**config.mk**
```make
export PLATFORM = sky130hd
export DESIGN_NAME = ews_location_code_geofence_match
export DESIGN_NICKNAME = d
export VERILOG_FILES = /design/src/rtl/elgm_pkg.sv /design/src/rtl/elgm_parse.sv /design/src/rtl/ews_location_code_geofence_match.sv
export SDC_FILE = /design/constraint.sdc
export NUM_CORES = 1
export LEC_CHECK = 0
export ABC_AREA = 0
export BUFFER_PORTS_ARGS = -buffer_cell sky130_fd_sc_hd__buf_2
export CORE_MARGIN = 10
export CORE_UTILIZATION = 40
export CTS_CLUSTER_SIZE = 28
export DETAILED_ROUTE_END_ITERATION = 12
export GPL_TIMING_DRIVEN = 0
export PLACE_DENSITY = 0.69
export SLEW_MARGIN = 5
export SYNTH_ARGS = -nofsm -noshare
export SYNTH_HDL_FRONTEND = slang
export SYNTH_SLANG_ARGS = --single-unit
```
**constraint.sdc**
```tcl
create_clock -name i_clk -period 3.94 [get_ports i_clk]
set_input_delay 0.394 -clock i_clk [delete_from_list [all_inputs] [get_ports i_clk]]
set_output_delay 0.394 -clock i_clk [all_outputs]
set_load 0.02 [all_outputs]
```
**src/rtl/elgm_pkg.sv**
```systemverilog
package elgm_pkg;

    // Command carried with each input transaction.
    typedef enum logic [1:0] {
        CMD_CHAR     = 2'd0,
        CMD_END_CODE = 2'd1,
        CMD_END_LIST = 2'd2
    } t_cmd;

    // Parser phase within one location code, one-hot.
    typedef enum logic [4:0] {
        PH_Z    = 5'b00001,
        PH_ZONE = 5'b00010,
        PH_DIG  = 5'b00100,
        PH_SUB  = 5'b01000,
        PH_ERR  = 5'b10000
    } t_phase;

    // Configuration register indexes.
    typedef enum logic {
        CFG_HOME_ZONE   = 1'b0,
        CFG_HOME_DIGITS = 1'b1
    } t_cfg_idx;

    // Per-code status codes.
    typedef enum logic [1:0] {
        ST_INVALID  = 2'd0,
        ST_NO_MATCH = 2'd1,
        ST_MATCH    = 2'd2
    } t_status;

    localparam logic [7:0] CH_Z     = 8'h5A;
    localparam logic [7:0] CH_COLON = 8'h3A;
    localparam logic [7:0] CH_PLUS  = 8'h2B;
    localparam logic [7:0] CH_0     = 8'h30;
    localparam logic [7:0] CH_9     = 8'h39;

    localparam int ZONE_W         = 10;
    localparam int ZONE_MAX       = 41;
    localparam int ZONE_CHARS_MAX = 3;
    localparam int SUB_CHARS      = 4;
    localparam int SUB_W          = 16;
    localparam int HOME_ZONE_W    = 6;

    // One result transaction.
    typedef struct packed {
        logic    code_closed;
        t_status code_status;
        logic    list_done;
        logic    relevant;
    } t_result;

    // Hex character decode: bit 4 set when the character is a hex digit.
    function automatic logic [4:0] hex_decode(input logic [7:0] c);
        logic [4:0] r;
        r = 5'd0;
        if (c >= 8'h30 && c <= 8'h39) begin
            r = {1'b1, 4'(c - 8'h30)};
        end else if (c >= 8'h61 && c <= 8'h66) begin
            r = {1'b1, 4'(c - 8'h57)};
        end else if (c >= 8'h41 && c <= 8'h46) begin
            r = {1'b1, 4'(c - 8'h37)};
        end
        return r;
    endfunction

endpackage

```
**src/rtl/elgm_parse.sv**
```systemverilog
module elgm_parse #(
    parameter int MAX_DIGITS = 6
) (
    input  logic                               i_clk,
    input  logic                               i_rst_n,
    input  logic                               i_fire,
    input  elgm_pkg::t_cmd                     i_cmd,
    input  logic [7:0]                         i_ch,
    input  logic [elgm_pkg::HOME_ZONE_W-1:0]   i_home_zone,
    input  logic [4*MAX_DIGITS-1:0]            i_home_digits,
    output logic                               o_has_result,
    output elgm_pkg::t_result                  o_result
);

    localparam int DC_W = $clog2(MAX_DIGITS + 1);

    elgm_pkg::t_phase              r_phase, n_phase;
    logic [elgm_pkg::ZONE_W-1:0]   r_zone, n_zone;
    logic [1:0]                    r_zchars, n_zchars;
    logic [DC_W-1:0]               r_dcnt, n_dcnt;
    logic                          r_pfx, n_pfx;
    logic [elgm_pkg::SUB_W-1:0]    r_sub, n_sub;
    logic [2:0]                    r_schars, n_schars;
    logic                          r_open, n_open;
    logic                          r_usable, n_usable;
    logic                          r_match, n_match;

    logic [4:0] hex;
    logic [3:0] home_dig;
    logic       code_valid;
    logic       code_hit;
    logic       zone_ok;
    logic       is_dec;

    // Home digit selected by the current digit count.
    always_comb begin
        home_dig = 4'd0;
        for (int i = 0; i < MAX_DIGITS; i++) begin
            if (r_dcnt == DC_W'(i)) begin
                home_dig = i_home_digits[4*(MAX_DIGITS-1-i) +: 4];
            end
        end
    end

    assign hex    = elgm_pkg::hex_decode(i_ch);
    assign is_dec = (i_ch >= elgm_pkg::CH_0) && (i_ch <= elgm_pkg::CH_9);

    // Verdict of the code collected so far.
    always_comb begin
        code_valid = ((r_phase == elgm_pkg::PH_DIG) && (r_dcnt != '0)) ||
                     ((r_phase == elgm_pkg::PH_SUB) && (r_dcnt != '0) &&
                      (r_schars == 3'(elgm_pkg::SUB_CHARS)));
        zone_ok    = r_zone == {{(elgm_pkg::ZONE_W-elgm_pkg::HOME_ZONE_W){1'b0}},
                                i_home_zone};
        code_hit   = code_valid && zone_ok && r_pfx;
        if ((r_phase == elgm_pkg::PH_SUB) && (r_dcnt < DC_W'(MAX_DIGITS))) begin
            code_hit = code_hit && r_sub[home_dig];
        end
    end

    always_comb begin
        n_phase      = r_phase;
        n_zone       = r_zone;
        n_zchars     = r_zchars;
        n_dcnt       = r_dcnt;
        n_pfx        = r_pfx;
        n_sub        = r_sub;
        n_schars     = r_schars;
        n_open       = r_open;
        n_usable     = r_usable;
        n_match      = r_match;
        o_has_result = 1'b0;
        o_result     = '{code_closed: 1'b0, code_status: elgm_pkg::ST_INVALID,
                         list_done: 1'b0, relevant: 1'b0};

        case (i_cmd)
            elgm_pkg::CMD_CHAR: begin
                n_open = 1'b1;
                unique case (r_phase)
                    elgm_pkg::PH_Z: begin
                        n_phase = (i_ch == elgm_pkg::CH_Z) ? elgm_pkg::PH_ZONE
                                                            : elgm_pkg::PH_ERR;
                    end
                    elgm_pkg::PH_ZONE: begin
                        if (i_ch == elgm_pkg::CH_COLON) begin
                            n_phase = ((r_zchars != 2'd0) &&
                                       (r_zone <= elgm_pkg::ZONE_W'(elgm_pkg::ZONE_MAX)))
                                      ? elgm_pkg::PH_DIG : elgm_pkg::PH_ERR;
                        end else if (is_dec &&
                                     (r_zchars < 2'(elgm_pkg::ZONE_CHARS_MAX))) begin
                            n_zone   = (r_zone << 3) + (r_zone << 1) +
                                       elgm_pkg::ZONE_W'(hex[3:0]);
                            n_zchars = r_zchars + 2'd1;
                        end else begin
                            n_phase = elgm_pkg::PH_ERR;
                        end
                    end
                    elgm_pkg::PH_DIG: begin
                        if (i_ch == elgm_pkg::CH_PLUS) begin
                            n_phase = (r_dcnt != '0) ? elgm_pkg::PH_SUB : elgm_pkg::PH_ERR;
                        end else if (hex[4] && (r_dcnt < DC_W'(MAX_DIGITS))) begin
                            if (hex[3:0] != home_dig) begin
                                n_pfx = 1'b0;
                            end
                            n_dcnt = r_dcnt + DC_W'(1);
                        end else begin
                            n_phase = elgm_pkg::PH_ERR;
                        end
                    end
                    elgm_pkg::PH_SUB: begin
                        if (hex[4] && (r_schars < 3'(elgm_pkg::SUB_CHARS))) begin
                            n_sub    = {r_sub[elgm_pkg::SUB_W-5:0], hex[3:0]};
                            n_schars = r_schars + 3'd1;
                        end else begin
                            n_phase = elgm_pkg::PH_ERR;
                        end
                    end
                    default: begin
                        n_phase = r_phase;
                    end
                endcase
            end
            elgm_pkg::CMD_END_CODE, elgm_pkg::CMD_END_LIST: begin
                o_has_result = 1'b1;
                if (r_open) begin
                    o_result.code_status = code_hit   ? elgm_pkg::ST_MATCH :
                                           code_valid ? elgm_pkg::ST_NO_MATCH :
                                                        elgm_pkg::ST_INVALID;
                end
                o_result.code_closed = (i_cmd == elgm_pkg::CMD_END_CODE) || r_open;
                n_usable = r_usable || (r_open && code_valid);
                n_match  = r_match || (r_open && code_hit);
                n_phase  = elgm_pkg::PH_Z;
                n_zone   = '0;
                n_zchars = '0;
                n_dcnt   = '0;
                n_pfx    = 1'b1;
                n_sub    = '0;
                n_schars = '0;
                n_open   = 1'b0;
                if (i_cmd == elgm_pkg::CMD_END_LIST) begin
                    o_result.list_done = 1'b1;
                    o_result.relevant  = n_match || !n_usable;
                    n_usable = 1'b0;
                    n_match  = 1'b0;
                end
            end
            default: begin
                o_has_result = 1'b0;
            end
        endcase
    end

    always_ff @(posedge i_clk) begin
        if (!i_rst_n) begin
            r_phase  <= elgm_pkg::PH_Z;
            r_zone   <= '0;
            r_zchars <= '0;
            r_dcnt   <= '0;
            r_pfx    <= 1'b1;
            r_sub    <= '0;
            r_schars <= '0;
            r_open   <= 1'b0;
            r_usable <= 1'b0;
            r_match  <= 1'b0;
        end else if (i_fire) begin
            r_phase  <= n_phase;
            r_zone   <= n_zone;
            r_zchars <= n_zchars;
            r_dcnt   <= n_dcnt;
            r_pfx    <= n_pfx;
            r_sub    <= n_sub;
            r_schars <= n_schars;
            r_open   <= n_open;
            r_usable <= n_usable;
            r_match  <= n_match;
        end
    end

endmodule

```
**src/rtl/ews_location_code_geofence_match.sv**
```systemverilog
// EWS location code matcher. Each input transaction carries one character of
// an alert's location code list (cmd 0), an end-of-code mark (cmd 1) or an
// end-of-list mark (cmd 2). Codes look like "Z<zone>:<hex digits>[+<4 hex>]"
// and are checked against the home zone and home digits held in the two
// configuration registers. An end-of-code transaction yields one result with
// the code's status (invalid, valid without match, match); an end-of-list
// transaction yields one result with the list verdict, which is relevant when
// any code matched or no code was valid, and it also closes a code left open.
// Characters and the unused command yield no result. The block takes one
// transaction per clock while the input is not stalled: an input register
// feeds a single pass of parser logic whose state updates on each transaction
// that fires, and a result register holds the outgoing transaction. A result
// is presented after its closing transaction has passed the input register
// and then the result register. Input is stalled only while a result-producing
// transaction waits for a stalled result register. The user must write
// configuration only while the block is idle; the block does not enforce it.
module ews_location_code_geofence_match #(
    parameter int MAX_DIGITS = 6
) (
    input  logic                                          i_clk,
    input  logic                                          i_rst_n,
    // Input channel.
    input  logic                                          i_in_valid,
    output logic                                          o_in_stall,
    input  logic [1:0]                                    i_cmd,
    input  logic [7:0]                                    i_ch,
    // Result channel.
    output logic                                          o_out_valid,
    input  logic                                          i_out_stall,
    output logic                                          o_code_closed,
    output logic [1:0]                                    o_code_status,
    output logic                                          o_list_done,
    output logic                                          o_relevant,
    // Configuration write port.
    input  logic                                          i_cfg_we,
    input  logic                                          i_cfg_index,
    input  logic [((4*MAX_DIGITS > 6) ? 4*MAX_DIGITS : 6)-1:0] i_cfg_wdata
);

    localparam int HD_W = 4 * MAX_DIGITS;

    // Configuration registers.
    logic [elgm_pkg::HOME_ZONE_W-1:0] r_home_zone;
    logic [HD_W-1:0]                  r_home_digits;

    // Input register.
    logic             r_in_vld;
    elgm_pkg::t_cmd   r_cmd;
    logic [7:0]       r_ch;

    // Result register.
    logic              r_out_vld;
    elgm_pkg::t_result r_out;

    logic              in_accept;
    logic              out_free;
    logic              fire;
    logic              has_result;
    elgm_pkg::t_result result;

    always_ff @(posedge i_clk) begin
        if (!i_rst_n) begin
            r_home_zone   <= '0;
            r_home_digits <= '0;
        end else if (i_cfg_we) begin
            unique case (elgm_pkg::t_cfg_idx'(i_cfg_index))
                elgm_pkg::CFG_HOME_ZONE:   r_home_zone   <= i_cfg_wdata[elgm_pkg::HOME_ZONE_W-1:0];
                elgm_pkg::CFG_HOME_DIGITS: r_home_digits <= i_cfg_wdata[HD_W-1:0];
                default:                   r_home_zone   <= r_home_zone;
            endcase
        end
    end

    // The result register can take a new result when it is empty or being
    // drained this cycle. A held item that produces no result never waits.
    assign out_free   = !r_out_vld || !i_out_stall;
    assign fire       = r_in_vld && (!has_result || out_free);
    assign o_in_stall = r_in_vld && !fire;
    assign in_accept  = i_in_valid && !o_in_stall;

    always_ff @(posedge i_clk) begin
        if (!i_rst_n) begin
            r_in_vld <= 1'b0;
        end else if (in_accept) begin
            r_in_vld <= 1'b1;
        end else if (fire) begin
            r_in_vld <= 1'b0;
        end
    end

    always_ff @(posedge i_clk) begin
        if (in_accept) begin
            r_cmd <= elgm_pkg::t_cmd'(i_cmd);
            r_ch  <= i_ch;
        end
    end

    elgm_parse #(
        .MAX_DIGITS (MAX_DIGITS)
    ) u_parse (
        .i_clk         (i_clk),
        .i_rst_n       (i_rst_n),
        .i_fire        (fire),
        .i_cmd         (r_cmd),
        .i_ch          (r_ch),
        .i_home_zone   (r_home_zone),
        .i_home_digits (r_home_digits),
        .o_has_result  (has_result),
        .o_result      (result)
    );

    always_ff @(posedge i_clk) begin
        if (!i_rst_n) begin
            r_out_vld <= 1'b0;
        end else if (out_free) begin
            r_out_vld <= fire && has_result;
        end
    end

    always_ff @(posedge i_clk) begin
        if (out_free && fire && has_result) begin
            r_out <= result;
        end
    end

    assign o_out_valid   = r_out_vld;
    assign o_code_closed = r_out.code_closed;
    assign o_code_status = r_out.code_status;
    assign o_list_done   = r_out.list_done;
    assign o_relevant    = r_out.relevant;

endmodule

```
==> results.md <==
- Critical Path AT: 3.98 ns
- Drt first pass iters: 5
- Post-synthesis cell area: 5080 sq um
- Crit path to: u_parse.r_zone[9]
- Drt drc: 0
- Yosys top cell by area: dfxtp_1
- Rows: 41
- Worst setup SP type: flop
- Final WL: 12640 microns
- Reg2reg start: r_ch[0]
- CP startpoint: r_ch[0]
- Routed Antenna Nets: 0
- Fill cells: 1221
- PD cells: 362.7 nW/um^2
- Fin Setup TNS: 0 ns
- Die Wd: 132.7 microns
- Post-synth top area share: 29.56%
- Final setup viols: 0
- Worst rel slew slack: 42.50%
- CP endpoint kind: flop
- Clock slew seen by the registers of the worst setup and hold paths: 0.06 ns
- M1 GR Usage: 17.12%
- Core ar.: 12520 sq um
- CTS Sinks: 90
- Worst slack, placed: -0.02339 ns
- Fmax: 266.8 MHz
- Post-layout nets: 712
- CTS tree: done
- Final min period: 3.749 ns
- Number of port buffers: 46
- Worst Tran Pin Value: 0.8607 ns
- Status: complete, no violations
- Number of synthesized register bits: 90
- Maximum fanout along the worst path: 5
- Top FF cell, synth: dfxtp_1
- Slew Limit Fails: 0
- DR iter-0 viols: 236
- Max clock buf depth: 2
- Syn-to-layout area delta: 16.31%
- P_leak: 2.347 nW
- Overall global routing resource usage: 14.34%
- Most common cell after layout, fill and taps aside: nand2_1
- Total grt overflow: 0
- Die H: 132.7 microns
- Met2 usage: 24.58%
- Most frequent cells in the layout: nand2_1 (91), dfxtp_1 (75), buf_2 (52), nor2b_1 (45), a21oi_1 (36)
- Final HPWL from detailed placement: 9503 microns
- Avg Inst Size Synth: 8.789 sq um
- Register area share after synthesis: 38.42%
- Final Hold Viols: 0
- H-Tree Depth: 3
- Tcrit/Tclk final: 95.14%
- Post-route clock skew: 0.008322 ns
- Critical path class: flop to flop
- YS warnings: 0
- Initial antenna violation count: 0
- Vias per cell: 5.263
- EDFF count, synth: 15
- Global route hottest layer: met2
- Synth top area cells: dfxtp_1 (30%), edfxtp_1 (8.9%), ha_1 (7.6%)
- First-pass GRT wire length: 21070 microns
- Largest net degree at the start of global routing: 17
- R2R Setup Slk: 0.19 ns
- Worst reg-to-reg path cell count: 17
- Hold Path Class: primary input to flop
- Netlist cell types: 64
- Gpl congestion: 0.8905
- Vias in the first global route: 4297
- Final WS setup: 0.1914 ns
- Post-synth ARST share: 0%
- Ant diodes: 0
- Routed vias: 4295
- I/O pin total: 47
- Placed Cells: 796
- Met3 usage: 3.179%
- Max cap viols: 0
- Non-Filler Instances: 816
- Critical Path RT: 4.18 ns
- Max VDD drop: 0.1663 mV
- R2R Path End: u_parse.r_zone[9]
- Die area: 17610 sq um
- Wirelength per Cell: 15.50 microns
- Share of cells above drive strength 1: 14.44%
- Mapped Cells: 578
- Num CTS Buffers: 9
- Clk_lat worst skew: 0.35 ns
- Initial Utilization: 40.58%
- Clock root cell: clkbuf_16
- Synth Net Count: 651
## stage by stage
| stage | hold WS, ns | utilization, % | area [sq um] | power, mW |
|---|---|---|---|---|
| 4_1_cts | 0.2092 | 46.80 | 5858 | 2.155 |
| 6_report | 0.2179 | 47.20 | 5908 | 2.143 |
| 5_1_grt | 0.2103 | 47.20 | 5908 | 2.223 |
| 3_3_place_gp | 0.4535 | 44.14 | 5525 | 1.206 |
| 2_1_floorplan | 0.4383 | - | 5080 | 1.136 |
| 3_5_place_dp | 0.4556 | 44.14 | 5525 | 1.213 |
## worst min path at each step
| stage | startpoint | to | slack (ns) | cells after the start |
|---|---|---|---|---|
| global route | i_cmd[1] | r_cmd[1] | 0.21 | 1 |
| CTS | i_cmd[1] | r_cmd[1] | 0.21 | 1 |
| floorplan | r_home_digits[14] | r_home_digits[14] | 0.44 | 2 |
| detailed placement | r_home_digits[0] | r_home_digits[0] | 0.46 | 2 |
| global placement | r_home_digits[15] | r_home_digits[15] | 0.45 | 2 |
| finish | i_cmd[1] | r_cmd[1] | 0.22 | 1 |
## Yosys cell counts, types with 6 or more instances
library cell and number:
nand2_1 91, dfxtp_1 75, nor2b_1 45, a21oi_1 38, a21boi_0 33, ha_1 31, nor2_1 24, clkbuf_1 22
inv_1 20, o21ai_0 17, mux2i_1 16, nor3b_1 16, xnor2_1 16, edfxtp_1 15, nand3_1 12, nor3_1 10
a21o_1 6, and2_1 6, buf_2 6, o21a_1 6
## critical path, stage by stage (launching register included)
cell	delay, ns
edfxtp_1	0.44
inv_1	0.10
ha_1	0.21
nor3b_2	0.16
nor4_2	0.17
buf_4	0.17
a21oi_2	0.09
nor2_4	0.18
fa_1	0.48
ha_1	0.32
a21o_1	0.16
a21oi_1	0.19
nor2b_1	0.09
o21a_1	0.19
o41a_1	0.33
xnor2_1	0.14
a22oi_1	0.15
nor2b_1	0.07
## repair_timing
action                                  4_1_cts  5_1_grt
gates resized for setup                       1        6
setup buffers                                 1        3
hold buffers                                  0        0
pin swaps                                     1        1
endpoints found under the setup margin        1        2
## cell families after synthesis
logic type	count (synthesis)	synth area share, %
buffers and inverters	51	4.261
xor gates and xnor gates	18	3.103
and+or+nand+nor	234	23.89
AOI/OAI and AO/OA	134	18.30
muxes	18	3.596
DFF	90	38.42
adders and majority gates	33	8.424
## area by class of cell
cell class,count,area (sq um),area share [%]
multi-input cells,437,2942,49.79
clock inverters,7,97.59,1.652
repair buffers,50,260.3,4.405
clock buffers,9,225.2,3.812
well taps,172,215.2,3.643
plain buffers,31,141.4,2.393
flip-flops and latches,90,1952,33.04
inverters,20,75.07,1.271
## report_power, final
part           total, mW  internal (mW)  switching [mW]
Sequential         0.984          0.963          0.0212
Clock              0.944          0.561           0.384
Combinational      0.215         0.0835           0.131
## registers in the layout, indices dropped and copies added (netlist names), 2 cells and up
register and cells:
r_cmd 2, u_parse.r_zone 10, r_ch 8, u_parse.r_schars 3, u_parse.r_dcnt 3, u_parse.r_sub 16, u_parse.r_phase 5, r_home_zone 6
o_code_status 2, u_parse.r_zchars 2, r_home_digits 24
## per-layer routing
layer  up-vias  wire length (microns)
met5         -                      0
met4         0                    219
met1      2048                   5673
met3        18                    549
met2        88                   6202
li1       2141                      -
Power figures use the tool's default switching activity.
